--- src/hdl/lkvc_pkg.sv ---
package lkvc_pkg;

    localparam int KEY_W = 32;
    localparam int VAL_W = 31;
    localparam int CFG_W = 5;

    localparam logic MODE_GET = 1'b0;
    localparam logic MODE_PUT = 1'b1;

    localparam logic [CFG_W-1:0] CFG_RESET = 5'd16;

    typedef struct packed {
        logic             valid;
        logic [KEY_W-1:0] key;
        logic [VAL_W-1:0] value;
    } entry_t;

endpackage

--- src/hdl/lkvc_cell.sv ---
module lkvc_cell
    import lkvc_pkg::*;
(
    input  logic             clk,
    input  logic             rst_n,
    input  logic             shift_en,
    input  logic [KEY_W-1:0] lookup_key,
    input  entry_t           prev_entry,
    output entry_t           cur_entry,
    output logic             match
);

    logic             valid_reg;
    logic             valid_next;
    logic [KEY_W-1:0] key_reg;
    logic [KEY_W-1:0] key_next;
    logic [VAL_W-1:0] value_reg;
    logic [VAL_W-1:0] value_next;

    always_comb
    begin
        valid_next = valid_reg;
        key_next   = key_reg;
        value_next = value_reg;
        if (shift_en)
        begin
            valid_next = prev_entry.valid;
            key_next   = prev_entry.key;
            value_next = prev_entry.value;
        end
    end

    always_ff @(posedge clk or negedge rst_n)
    begin
        if (!rst_n)
        begin
            valid_reg <= 1'b0;
        end
        else
        begin
            valid_reg <= valid_next;
        end
    end

    // key and value are only looked at while valid
    always_ff @(posedge clk)
    begin
        key_reg   <= key_next;
        value_reg <= value_next;
    end

    assign match = valid_reg && (key_reg == lookup_key);

    assign cur_entry.valid = valid_reg;
    assign cur_entry.key   = key_reg;
    assign cur_entry.value = value_reg;

endmodule

--- src/hdl/lru_key_value_cache_core.sv ---
// channel    | direction | handshake                     | payload
// -----------+-----------+-------------------------------+---------------------------
// request    | in        | start, busy (taken: start & !busy) | mode, key, value
// result     | out       | done (one-cycle strobe)       | found, read_value, evicted
// config     | in        | cfg_valid, cfg_ready          | cfg_data (active_entries)
//
// a request is registered at acceptance; in the next cycle every cell compares its key
// and, unless a get misses, the cells up to the hit, free or lru position shift one
// toward the least recent end; a result strobes done in the cycle after that, and a new
// request is not taken while busy is high (busy is high for the compare cycle only)
// rst_n clears the valid bits, the occupancy and the capacity (to 16) at once
// the result side cannot stall; cfg_ready is always high
module lru_key_value_cache_core
    import lkvc_pkg::*;
#(
    parameter int ENTRIES = 16
)
(
    input  logic             clk,
    input  logic             rst_n,
    input  logic             start,
    output logic             busy,
    input  logic             mode,
    input  logic [KEY_W-1:0] key,
    input  logic [VAL_W-1:0] value,
    output logic             done,
    output logic             found,
    output logic [VAL_W-1:0] read_value,
    output logic             evicted,
    input  logic             cfg_valid,
    output logic             cfg_ready,
    input  logic [CFG_W-1:0] cfg_data
);

    localparam int IDX_W = (ENTRIES > 1) ? $clog2(ENTRIES) : 1;
    localparam int CNT_W = $clog2(ENTRIES + 1);
    localparam int CMP_W = (CNT_W > CFG_W) ? CNT_W : CFG_W;

    logic             pend_reg;
    logic             pend_next;
    logic             mode_reg;
    logic [KEY_W-1:0] key_reg;
    logic [VAL_W-1:0] value_reg;

    logic [CFG_W-1:0] active_reg;
    logic [CNT_W-1:0] occ_reg;
    logic [CNT_W-1:0] occ_next;
    logic [CNT_W-1:0] occ_minus;

    logic             done_reg;
    logic             found_reg;
    logic [VAL_W-1:0] read_value_reg;
    logic             evicted_reg;

    entry_t           cell_q   [ENTRIES];
    entry_t           cell_in  [ENTRIES];
    logic             cell_hit [ENTRIES];
    logic             cell_en  [ENTRIES];
    entry_t           head;

    logic             hit;
    logic [IDX_W-1:0] hit_idx;
    logic [VAL_W-1:0] hit_value;
    logic [CMP_W-1:0] cap;
    logic [CMP_W-1:0] occ_ext;
    logic             full;
    logic             update;
    logic [IDX_W-1:0] bound;
    logic             accept;

    assign accept    = start && !pend_reg;
    assign busy      = pend_reg;
    assign cfg_ready = 1'b1;

    // row of cells, position 0 holds the most recent entry
    for (genvar g = 0; g < ENTRIES; g++)
    begin : g_cell
        if (g == 0)
        begin : g_head
            assign cell_in[g] = head;
        end
        else
        begin : g_link
            assign cell_in[g] = cell_q[g-1];
        end

        assign cell_en[g] = update && (IDX_W'(g) <= bound);

        lkvc_cell u_cell (
            .clk        (clk),
            .rst_n      (rst_n),
            .shift_en   (cell_en[g]),
            .lookup_key (key_reg),
            .prev_entry (cell_in[g]),
            .cur_entry  (cell_q[g]),
            .match      (cell_hit[g])
        );
    end

    // keys are unique, so at most one cell matches
    always_comb
    begin
        hit       = 1'b0;
        hit_idx   = '0;
        hit_value = '0;
        for (int i = 0; i < ENTRIES; i++)
        begin
            if (cell_hit[i])
            begin
                hit       = 1'b1;
                hit_idx   = hit_idx | IDX_W'(i);
                hit_value = hit_value | cell_q[i].value;
            end
        end
    end

    always_comb
    begin
        if (active_reg == '0)
        begin
            cap = CMP_W'(1);
        end
        else if (CMP_W'(active_reg) > CMP_W'(ENTRIES))
        begin
            cap = CMP_W'(ENTRIES);
        end
        else
        begin
            cap = CMP_W'(active_reg);
        end
    end

    assign occ_ext   = CMP_W'(occ_reg);
    assign full      = (occ_ext >= cap);
    assign occ_minus = occ_reg - CNT_W'(1);
    assign update    = pend_reg && (hit || (mode_reg == MODE_PUT));

    // deepest cell that moves: the hit cell, the first free cell, or the lru cell
    always_comb
    begin
        priority if (hit)
        begin
            bound = hit_idx;
        end
        else if (!full)
        begin
            bound = occ_reg[IDX_W-1:0];
        end
        else
        begin
            bound = occ_minus[IDX_W-1:0];
        end
    end

    assign head.valid = 1'b1;
    assign head.key   = key_reg;
    assign head.value = (mode_reg == MODE_PUT) ? value_reg : hit_value;

    always_comb
    begin
        occ_next = occ_reg;
        if (pend_reg && (mode_reg == MODE_PUT) && !hit && !full)
        begin
            occ_next = occ_reg + CNT_W'(1);
        end
    end

    assign pend_next = accept;

    always_ff @(posedge clk or negedge rst_n)
    begin
        if (!rst_n)
        begin
            pend_reg   <= 1'b0;
            done_reg   <= 1'b0;
            occ_reg    <= '0;
            active_reg <= CFG_RESET;
        end
        else
        begin
            pend_reg <= pend_next;
            done_reg <= pend_reg;
            occ_reg  <= occ_next;
            if (cfg_valid && cfg_ready)
            begin
                active_reg <= cfg_data;
            end
        end
    end

    always_ff @(posedge clk)
    begin
        if (accept)
        begin
            mode_reg  <= mode;
            key_reg   <= key;
            value_reg <= value;
        end
        if (pend_reg)
        begin
            found_reg      <= hit;
            read_value_reg <= (hit && (mode_reg == MODE_GET)) ? hit_value : '0;
            evicted_reg    <= (mode_reg == MODE_PUT) && !hit && full;
        end
    end

    assign done       = done_reg;
    assign found      = found_reg;
    assign read_value = read_value_reg;
    assign evicted    = evicted_reg;

endmodule

--- config.mk ---
export PLATFORM = sky130hd
export DESIGN_NAME = lru_key_value_cache_core
export DESIGN_NICKNAME = d
export VERILOG_FILES = /design/src/hdl/lkvc_pkg.sv /design/src/hdl/lkvc_cell.sv /design/src/hdl/lru_key_value_cache_core.sv
export SDC_FILE = /design/constraint.sdc
export NUM_CORES = 1
export LEC_CHECK = 0
export BUFFER_PORTS_ARGS = -buffer_cell sky130_fd_sc_hd__clkbuf_2
export CORE_ASPECT_RATIO = 1.1
export CORE_MARGIN = 2
export CORE_UTILIZATION = 58
export CTS_BUF_LIST = sky130_fd_sc_hd__clkbuf_8
export DETAILED_ROUTE_END_ITERATION = 6
export PLACE_DENSITY = 0.88
export SYNTH_ARGS = -nofsm -noshare
export SYNTH_HDL_FRONTEND = slang
export SYNTH_HIERARCHICAL = 1
export SYNTH_SLANG_ARGS = --single-unit
export TNS_END_PERCENT = 5
--- constraint.sdc ---
create_clock -name clk -period 6.33 [get_ports clk]
set_input_delay 1.266 -clock clk [delete_from_list [all_inputs] [get_ports clk]]
set_output_delay 1.266 -clock clk [all_outputs]
set_load 0.01 [all_outputs]
# Yosys cells after proc, flatten, opt, wreduce, memory -nomap -nowiden
# Cells that the tools add are included.
dict set report word_totals {
  reg_bits 1133
  input_bits 73
  output_inout_bits 36
  wordCells 207
}
dict set report op_classes {
  add_sub_neg 2
  order_cmp 18
  n_eq_ne 16
  n_mux 52
  bitwise 16
  n_reduce_logical 45
}
# operator count
set op_table {}
lappend op_table {{$mux 31} 17}
lappend op_table {{$eq 32x32->1} 16}
lappend op_table {{$or 31x31->31} 15}
lappend op_table {{$logic_and 1x1->1} 40}
lappend op_table {{$mux 4} 10}
lappend op_table {{$le 4x4->1 const A} 8}
lappend op_table {{$mux 1} 17}
lappend op_table {{$le 3x4->1 const A} 4}
lappend op_table {{$mux 3} 4}
lappend op_table {{$mux 5} 2}
lappend op_table {{$le 1x4->1 const A} 2}
lappend op_table {{$le 2x4->1 const A} 2}
lappend op_table {{$add 5x1->5 const B} 1}
lappend op_table {{$ge 5x5->1} 1}
lappend op_table {{$gt 5x5->1 const B} 1}
lappend op_table {{$logic_not 5->1} 1}
lappend op_table {{$mux 2} 2}
lappend op_table {{$sub 4x1->4 const B} 1}
lappend op_table {{$logic_not 1->1} 3}
lappend op_table {{$logic_or 1x1->1} 1}
lappend op_table {{$not 1->1} 1}

# Depth between registers and ports, before layout
# Gate-level depths: netlist of run 1.
dict set report logic_depth {
  depth_word 34
  depth_mapped 15
  mapped_depth_nobuf 13
}

# Modules after synthesis
# The synthesis of run 1 kept the hierarchy.
# mod instances cells_per_inst area_per_inst_um2 seq_area_each_um2
set by_module_without_submodules {}
lappend by_module_without_submodules {lkvc_cell 16 110 2290.9 1916.8}
lappend by_module_without_submodules {lru_key_value_cache_core 1 710 7195.7 3214.3}

# Worst setup path before layout of run 1
# Ideal clock, no wire load.
dict set report synth_path {
  path_kind {reg2reg}
  from {register, netlist name key_reg[31]}
  to {register g_cell[3].u_cell.valid_reg}
  setup_ns 0.082
  arrival_time_ns 6.560
  required_ns 6.248
  slack_ns -0.312
  stages_incl_launch_ff 13
  n_path_buf 0
  period_less_slack_ns 6.642
  path_cell_list {edfxtp_1 xor2_1 nor4_1 nand4_1 nor3_2 nor4_2 nand2_1 nor2_4 inv_6 nor2_1 a211o_2 a31oi_1 mux2_2}
}
# element line_no
set synth_rtl {}
lappend synth_rtl {{end signal, assigned} lkvc_cell.sv:41} ;# valid_reg <= valid_next;
lappend synth_rtl {{end, declared} lkvc_cell.sv:13} ;# logic valid_reg;

==> results.yml, run 1 <==
status:
  run_status: "completed"
timing:
  max_slew.worst_pin.slew_ns: 1.165
  timing.slew.headroom_pct: 21.94
  finalSetupViolations: 0
  finalMaxSlewViolations: 0
  timing.final.ws_setup_ns: 0.4502
  achievable-frequency_mhz: 170.1
  report.final.hold_viol_count: 0
  finalCriticalPeriod_ns: 5.880
  unrepaired_setup_endpoints_after_global_routing: "no"
  fin_skew_ns: 0.04206
  final.setup.tns_ns: 0
  min_period_over_period_pct: 92.89
grt:
  first_pass_grt_wire_length_mm: 161.1
  grt_start_max_net_pins: 65
  total_overflow_reported_by_the_global_router: 0
  grt_antenna_before_repair: 1
  grtUsageTotal_pct: 28.18
  via_count_of_the_first_global_routing_pass: 26560
setup_path:
  timing.critical_path.mode_cell: "sky130_fd_sc_hd__nor3_4"
  critical_path_top_delay_cell: "sky130_fd_sc_hd__edfxtp_1"
  cell_by_cell_trace_of_the_critical_path: "xor2_1, nor4_1, nand4_1, nor3_4, nor4_2, nand2_1, nor2_4, inv_6, nor2_1, a211o_2, or2_1, nor3_4, buf_4"
  setup.worst_path.end_class: "flop"
  cp_num_buf_inv: 2
  worst-endpoint-arrival_ns: 6.41
  cp.required_ns: 6.86
  max_stage_delay_ns: 1.04
  timing.setup.critical_path_class: "reg2reg"
  crit_family: "simple AND/OR/NAND/NOR gates"
  startpoint_type: "flop"
  crit_path_max_fanout: 17
route:
  drt_first_iter_violations: 3268
  routed-via-count: 24990
  tritonroute_pass_1_iters: 5
  routed_wire_length_per_instance_um: 28.41
  vias_per_cell: 6.500
  wl_mm: 109.2
  detail_route.drc_violations: 0
  antenna_left: 0
layout:
  ff_latch_area_mm2: 0.03389
  fin_nets: 2829
  post-route-util_pct: 66.03
  flow.area_growth_from_synthesis_pct: 12.59
  drive_above_1_share_pct: 16.35
  largest_register_ffs: 512
  layout_common_cells: "sky130_fd_sc_hd__edfxtp_1 (1105), sky130_fd_sc_hd__xor2_1 (497), sky130_fd_sc_hd__clkbuf_8 (170)"
  total_area_of_multi_input_combinational_cells_mm2: 0.009703
  final_common_cell: "sky130_fd_sc_hd__edfxtp_1"
  num-fill-cells: 4410
run:
  max_cap_viol_count: 0
cts:
  cts-root-to-sink-buffers: 3
  insertion_delay_ns: 0.84
  cts_sinks: 1133
  cts-buffers-inserted: 164
  post-cts-setup-buffers: 0
  hold_buffers: 0
  cts.htree.levels: 4
  cts_tree: "built"
  worst_setup_hold_path_clk_slew_ns: 0.06
  ctsResizeCount: 0
  clock-root-buffer: "sky130_fd_sc_hd__clkbuf_8"
placed_design:
  place_worst_setup_slack_ns: 0.6565
  hpwlAfterDp_mm: 64.77
  gp_routability_congestion: 0.9008
  port_buffers: 107
power_and_ir_drop:
  power.density_mw_per_mm2: 340.2
  highest_ir_drop_seen_on_vdd_mv: 0.2546
  static-leakage-power_nw: 17.26
  totalPowerFinal_mw: 16.79
floorplanning:
  row_count: 105
  floorplan.die_area_mm2: 0.07781
  initial_utilization_pct: 58.65
  number_of_ports_placed_on_the_die_boundary: 109
  floorplan.core_area_mm2: 0.07475
  die_extent_in_y_um: 292.4
  floorplan.die.width_um: 266.1
worst_hold_path:
  min_path_type: "reg2reg"
yosys:
  netlist_instances: 2469
  post_synthesis_average_cell_area_um2: 17.76
  synthesized_area_mm2: 0.04384
  ys.warnings.count: 6
-- final cells by class --
| type | count | area share (%) |
|---|---|---|
| antenna | 1 | 0.005070 |
| clock buffer | 170 | 4.740 |
| clock inverter | 128 | 1.354 |
| inverter | 38 | 0.3016 |
| multi-input combinational | 1222 | 19.66 |
| sequential | 1133 | 68.65 |
| tap | 963 | 2.441 |
| timing repair buffer | 190 | 2.854 |
-- power by group --
| part | leakage, nW | internal, mW | switching, mW |
|---|---|---|---|
| registers | 10.4 | 9.21 | 0.524 |
| clock network | 1.75 | 2.67 | 2.85 |
| logic | 5.06 | 0.475 | 1.07 |
-- path summary, 6_finish.rpt --
kind | cells past startpoint | startpoint | to | slack (ns)
setup reg to reg | 13 | key_reg[19] | g_cell[15].u_cell/key_reg[26] | 0.45
hold reg to reg | 0 | g_cell[14].u_cell/value_reg[1] | g_cell[15].u_cell/value_reg[1] | 0.44
min in group asynchronous | 1 | rst_n | active_reg[2] | 0.52
max in group asynchronous | 1 | rst_n | busy | 5.22
setup / recovery | 13 | key_reg[19] | g_cell[15].u_cell/key_reg[26] | 0.45
hold / removal | 0 | g_cell[14].u_cell/value_reg[1] | g_cell[15].u_cell/value_reg[1] | 0.44
-- routing by layer --
layer,GRT usage [%],wire (um)
met3,7.709,13250
met1,34.46,37150
met2,46.42,52920
met5,0,0
met4,14.10,5914
-- through the flow --
stage	hold WS, ns	instance area [um2]	cells
2_1_floorplan	0.4264	43850	2470
5_1_grt	0.4577	49360	3845
3_5_place_dp	0.4352	46350	3546
3_3_place_gp	0.4280	46350	3546
4_1_cts	0.4412	49360	3844
6_report	0.4374	49360	3845
Power figures use the tool's default switching activity.
==> run 2, diff against run 1 <==
TNS_END_PERCENT = unset   (was 5)
clock period = 4.8 ns   (was 6.33 ns; I/O delays follow)
==> results.yml, run 2 (synthesis gave the netlist of run 1 again) <==
grt:
  grt_start_max_net_pins: 55
  total_overflow_reported_by_the_global_router: 0
  first_pass_grt_wire_length_mm: 158.9
  grtUsageTotal_pct: 27.80
  grt_antenna_before_repair: 2
  via_count_of_the_first_global_routing_pass: 26000
setup_path:
  worst_r2r_endpoint: "g_cell[7].u_cell/value_reg[19]"
  crit_path_max_fanout: 30
  startpoint_type: "flop"
  setup.worst_path.end_class: "flop"
  worst-r2r-cell-count: 14
  worst-endpoint-arrival_ns: 5.09
  cp.required_ns: 5.24
  worst-r2r-setup-slack_ns: 0.16
  crit-reg2reg-launch: "key_reg[12]"
  timing.setup.critical_path_class: "reg2reg"
route:
  drt_first_iter_violations: 3221
  detail_route.drc_violations: 0
  routed_wire_length_per_instance_um: 27.90
  routed-via-count: 25000
  wl_mm: 108.0
  antenna_left: 0
  vias_per_cell: 6.457
  tritonroute_pass_1_iters: 6
timing:
  finalCriticalPeriod_ns: 4.641
  finalSetupViolations: 0
  achievable-frequency_mhz: 215.5
  max_slew.worst_pin.slew_ns: 1.097
  finalMaxSlewViolations: 0
  report.final.hold_viol_count: 0
  timing.slew.headroom_pct: 26.74
  fin_skew_ns: 0.04571
  unrepaired_setup_endpoints_after_global_routing: "no"
  final.setup.tns_ns: 0
  min_period_over_period_pct: 96.68
  final.hold.worst_slack_ns: 0.2166
placed_design:
  hpwlAfterDp_mm: 65.51
  gp_routability_congestion: 0.9350
  port_buffers: 107
  placed_area_mm2: 0.04631
floorplanning:
  die_extent_in_y_um: 292.4
  floorplan.core_area_mm2: 0.07475
  row_count: 105
  number_of_ports_placed_on_the_die_boundary: 109
  floorplan.die.width_um: 266.1
  floorplan.die_area_mm2: 0.07781
  initial_utilization_pct: 58.65
cts:
  cts_sinks: 1133
  cts_tree: "built"
  cts.htree.levels: 4
  cts-root-to-sink-buffers: 3
  worst_setup_hold_path_clk_slew_ns: 0.06
  insertion_delay_ns: 0.85
  clock-root-buffer: "sky130_fd_sc_hd__clkbuf_8"
  cts-buffers-inserted: 168
layout:
  layout.cell_area.non_filler_mm2: 0.04944
  flow.area_growth_from_synthesis_pct: 12.77
  fin_nets: 2861
  post-route-util_pct: 66.14
  drive_above_1_share_pct: 16.92
  num-fill-cells: 4515
  largest_register_ffs: 512
  layout_common_cells: "sky130_fd_sc_hd__edfxtp_1 (1105), sky130_fd_sc_hd__xor2_1 (497), sky130_fd_sc_hd__clkbuf_8 (169)"
  final_common_cell: "sky130_fd_sc_hd__edfxtp_1"
power_and_ir_drop:
  highest_ir_drop_seen_on_vdd_mv: 0.3099
  power.density_mw_per_mm2: 444.8
  static-leakage-power_nw: 17.37
run:
  max_cap_viol_count: 0
worst_hold_path:
  min_path_type: "in2async"
status:
  run_status: "completed"
==> run 2: cell count changes in the layout (fill, tap and decap cells not counted), moves of 2 or more <==
cell                       before  now
sky130_fd_sc_hd__buf_12        20   11
sky130_fd_sc_hd__buf_4         63  100
sky130_fd_sc_hd__clkinv_2      28   16
sky130_fd_sc_hd__inv_1         88   96
sky130_fd_sc_hd__inv_8          0    3
sky130_fd_sc_hd__nand3_1       98   96
sky130_fd_sc_hd__nand3_2        0    2
==> run 2: where the power goes <==
group / switching, mW / internal (mW) / leakage [nW] / total [mW]
Combinational: 1.46 / 0.598 / 5.17 / 2.06
Sequential: 0.625 / 12.1 / 10.4 / 12.8
Clock: 3.70 / 3.46 / 1.75 / 7.16
==> run 2: metal layers <==
layer	track usage, %	vias to the layer above	share of wire [%]
li1	-	10270	-
met1	35.33	12320	35
met2	44.79	2036	48
met3	8.205	378	13
met4	12.06	2	4.1
met5	0.1257	-	0.0083
==> run 2: repair_timing <==
action,4_1_cts,5_1_grt
pin swaps,0,1
buffers inserted,9,4
setup endpoints to repair,73,161
gates resized for setup,0,2
hold buffers,0,0
==> run 2: worst max-delay path: stages, from the launching register on <==
cell	delay (ns)
sky130_fd_sc_hd__edfxtp_1	0.35
sky130_fd_sc_hd__buf_4	0.24
sky130_fd_sc_hd__xor2_1	0.19
sky130_fd_sc_hd__nor4_1	0.44
sky130_fd_sc_hd__nand3_1	0.46
sky130_fd_sc_hd__nor3_4	0.30
sky130_fd_sc_hd__nor4_2	0.09
sky130_fd_sc_hd__nand2_1	0.14
sky130_fd_sc_hd__nor2_4	0.10
sky130_fd_sc_hd__inv_6	0.10
sky130_fd_sc_hd__a2111oi_4	0.04
sky130_fd_sc_hd__a211o_2	0.44
sky130_fd_sc_hd__or2_1	0.53
sky130_fd_sc_hd__o21ai_4	0.32
sky130_fd_sc_hd__buf_4	0.48
==> run 2: worst max path at each step <==
stage          slack, ns        start                         endpoint
2_1_floorplan      -0.23  key_reg[10]       g_cell[7].u_cell/valid_reg
3_3_place_gp        0.09  key_reg[15]  g_cell[13].u_cell/value_reg[22]
3_5_place_dp       -0.03  key_reg[15]  g_cell[13].u_cell/value_reg[25]
4_1_cts             0.06   key_reg[2]  g_cell[13].u_cell/value_reg[10]
5_1_grt            0.006   key_reg[2]   g_cell[7].u_cell/value_reg[23]
6_report            0.16  key_reg[12]   g_cell[7].u_cell/value_reg[19]
==> run 2: layout make-up <==
| class | count | area, um2 | area share [%] |
|---|---|---|---|
| diodes | 1 | 2.502 | 0.005061 |
| repair buffers | 218 | 1506 | 3.047 |
| inverters | 38 | 147.6 | 0.2986 |
| clock buffers | 169 | 2326 | 4.705 |
| multi-input cells | 1222 | 9713 | 19.65 |
| flip-flops and latches | 1133 | 33890 | 68.54 |
| clock inverters | 128 | 655.6 | 1.326 |
| well taps | 963 | 1205 | 2.437 |
==> run 2: stage by stage <==
step | power [mW] | cells | worst slack (ns)
3_3_place_gp | 14.76 | 3561 | 0.09286
3_5_place_dp | 14.91 | 3561 | -0.03269
4_1_cts | 21.98 | 3867 | 0.06321
5_1_grt | 22.60 | 3872 | 0.006021
6_report | 21.99 | 3872 | 0.1592
2_1_floorplan | 13.98 | 2470 | -0.2340
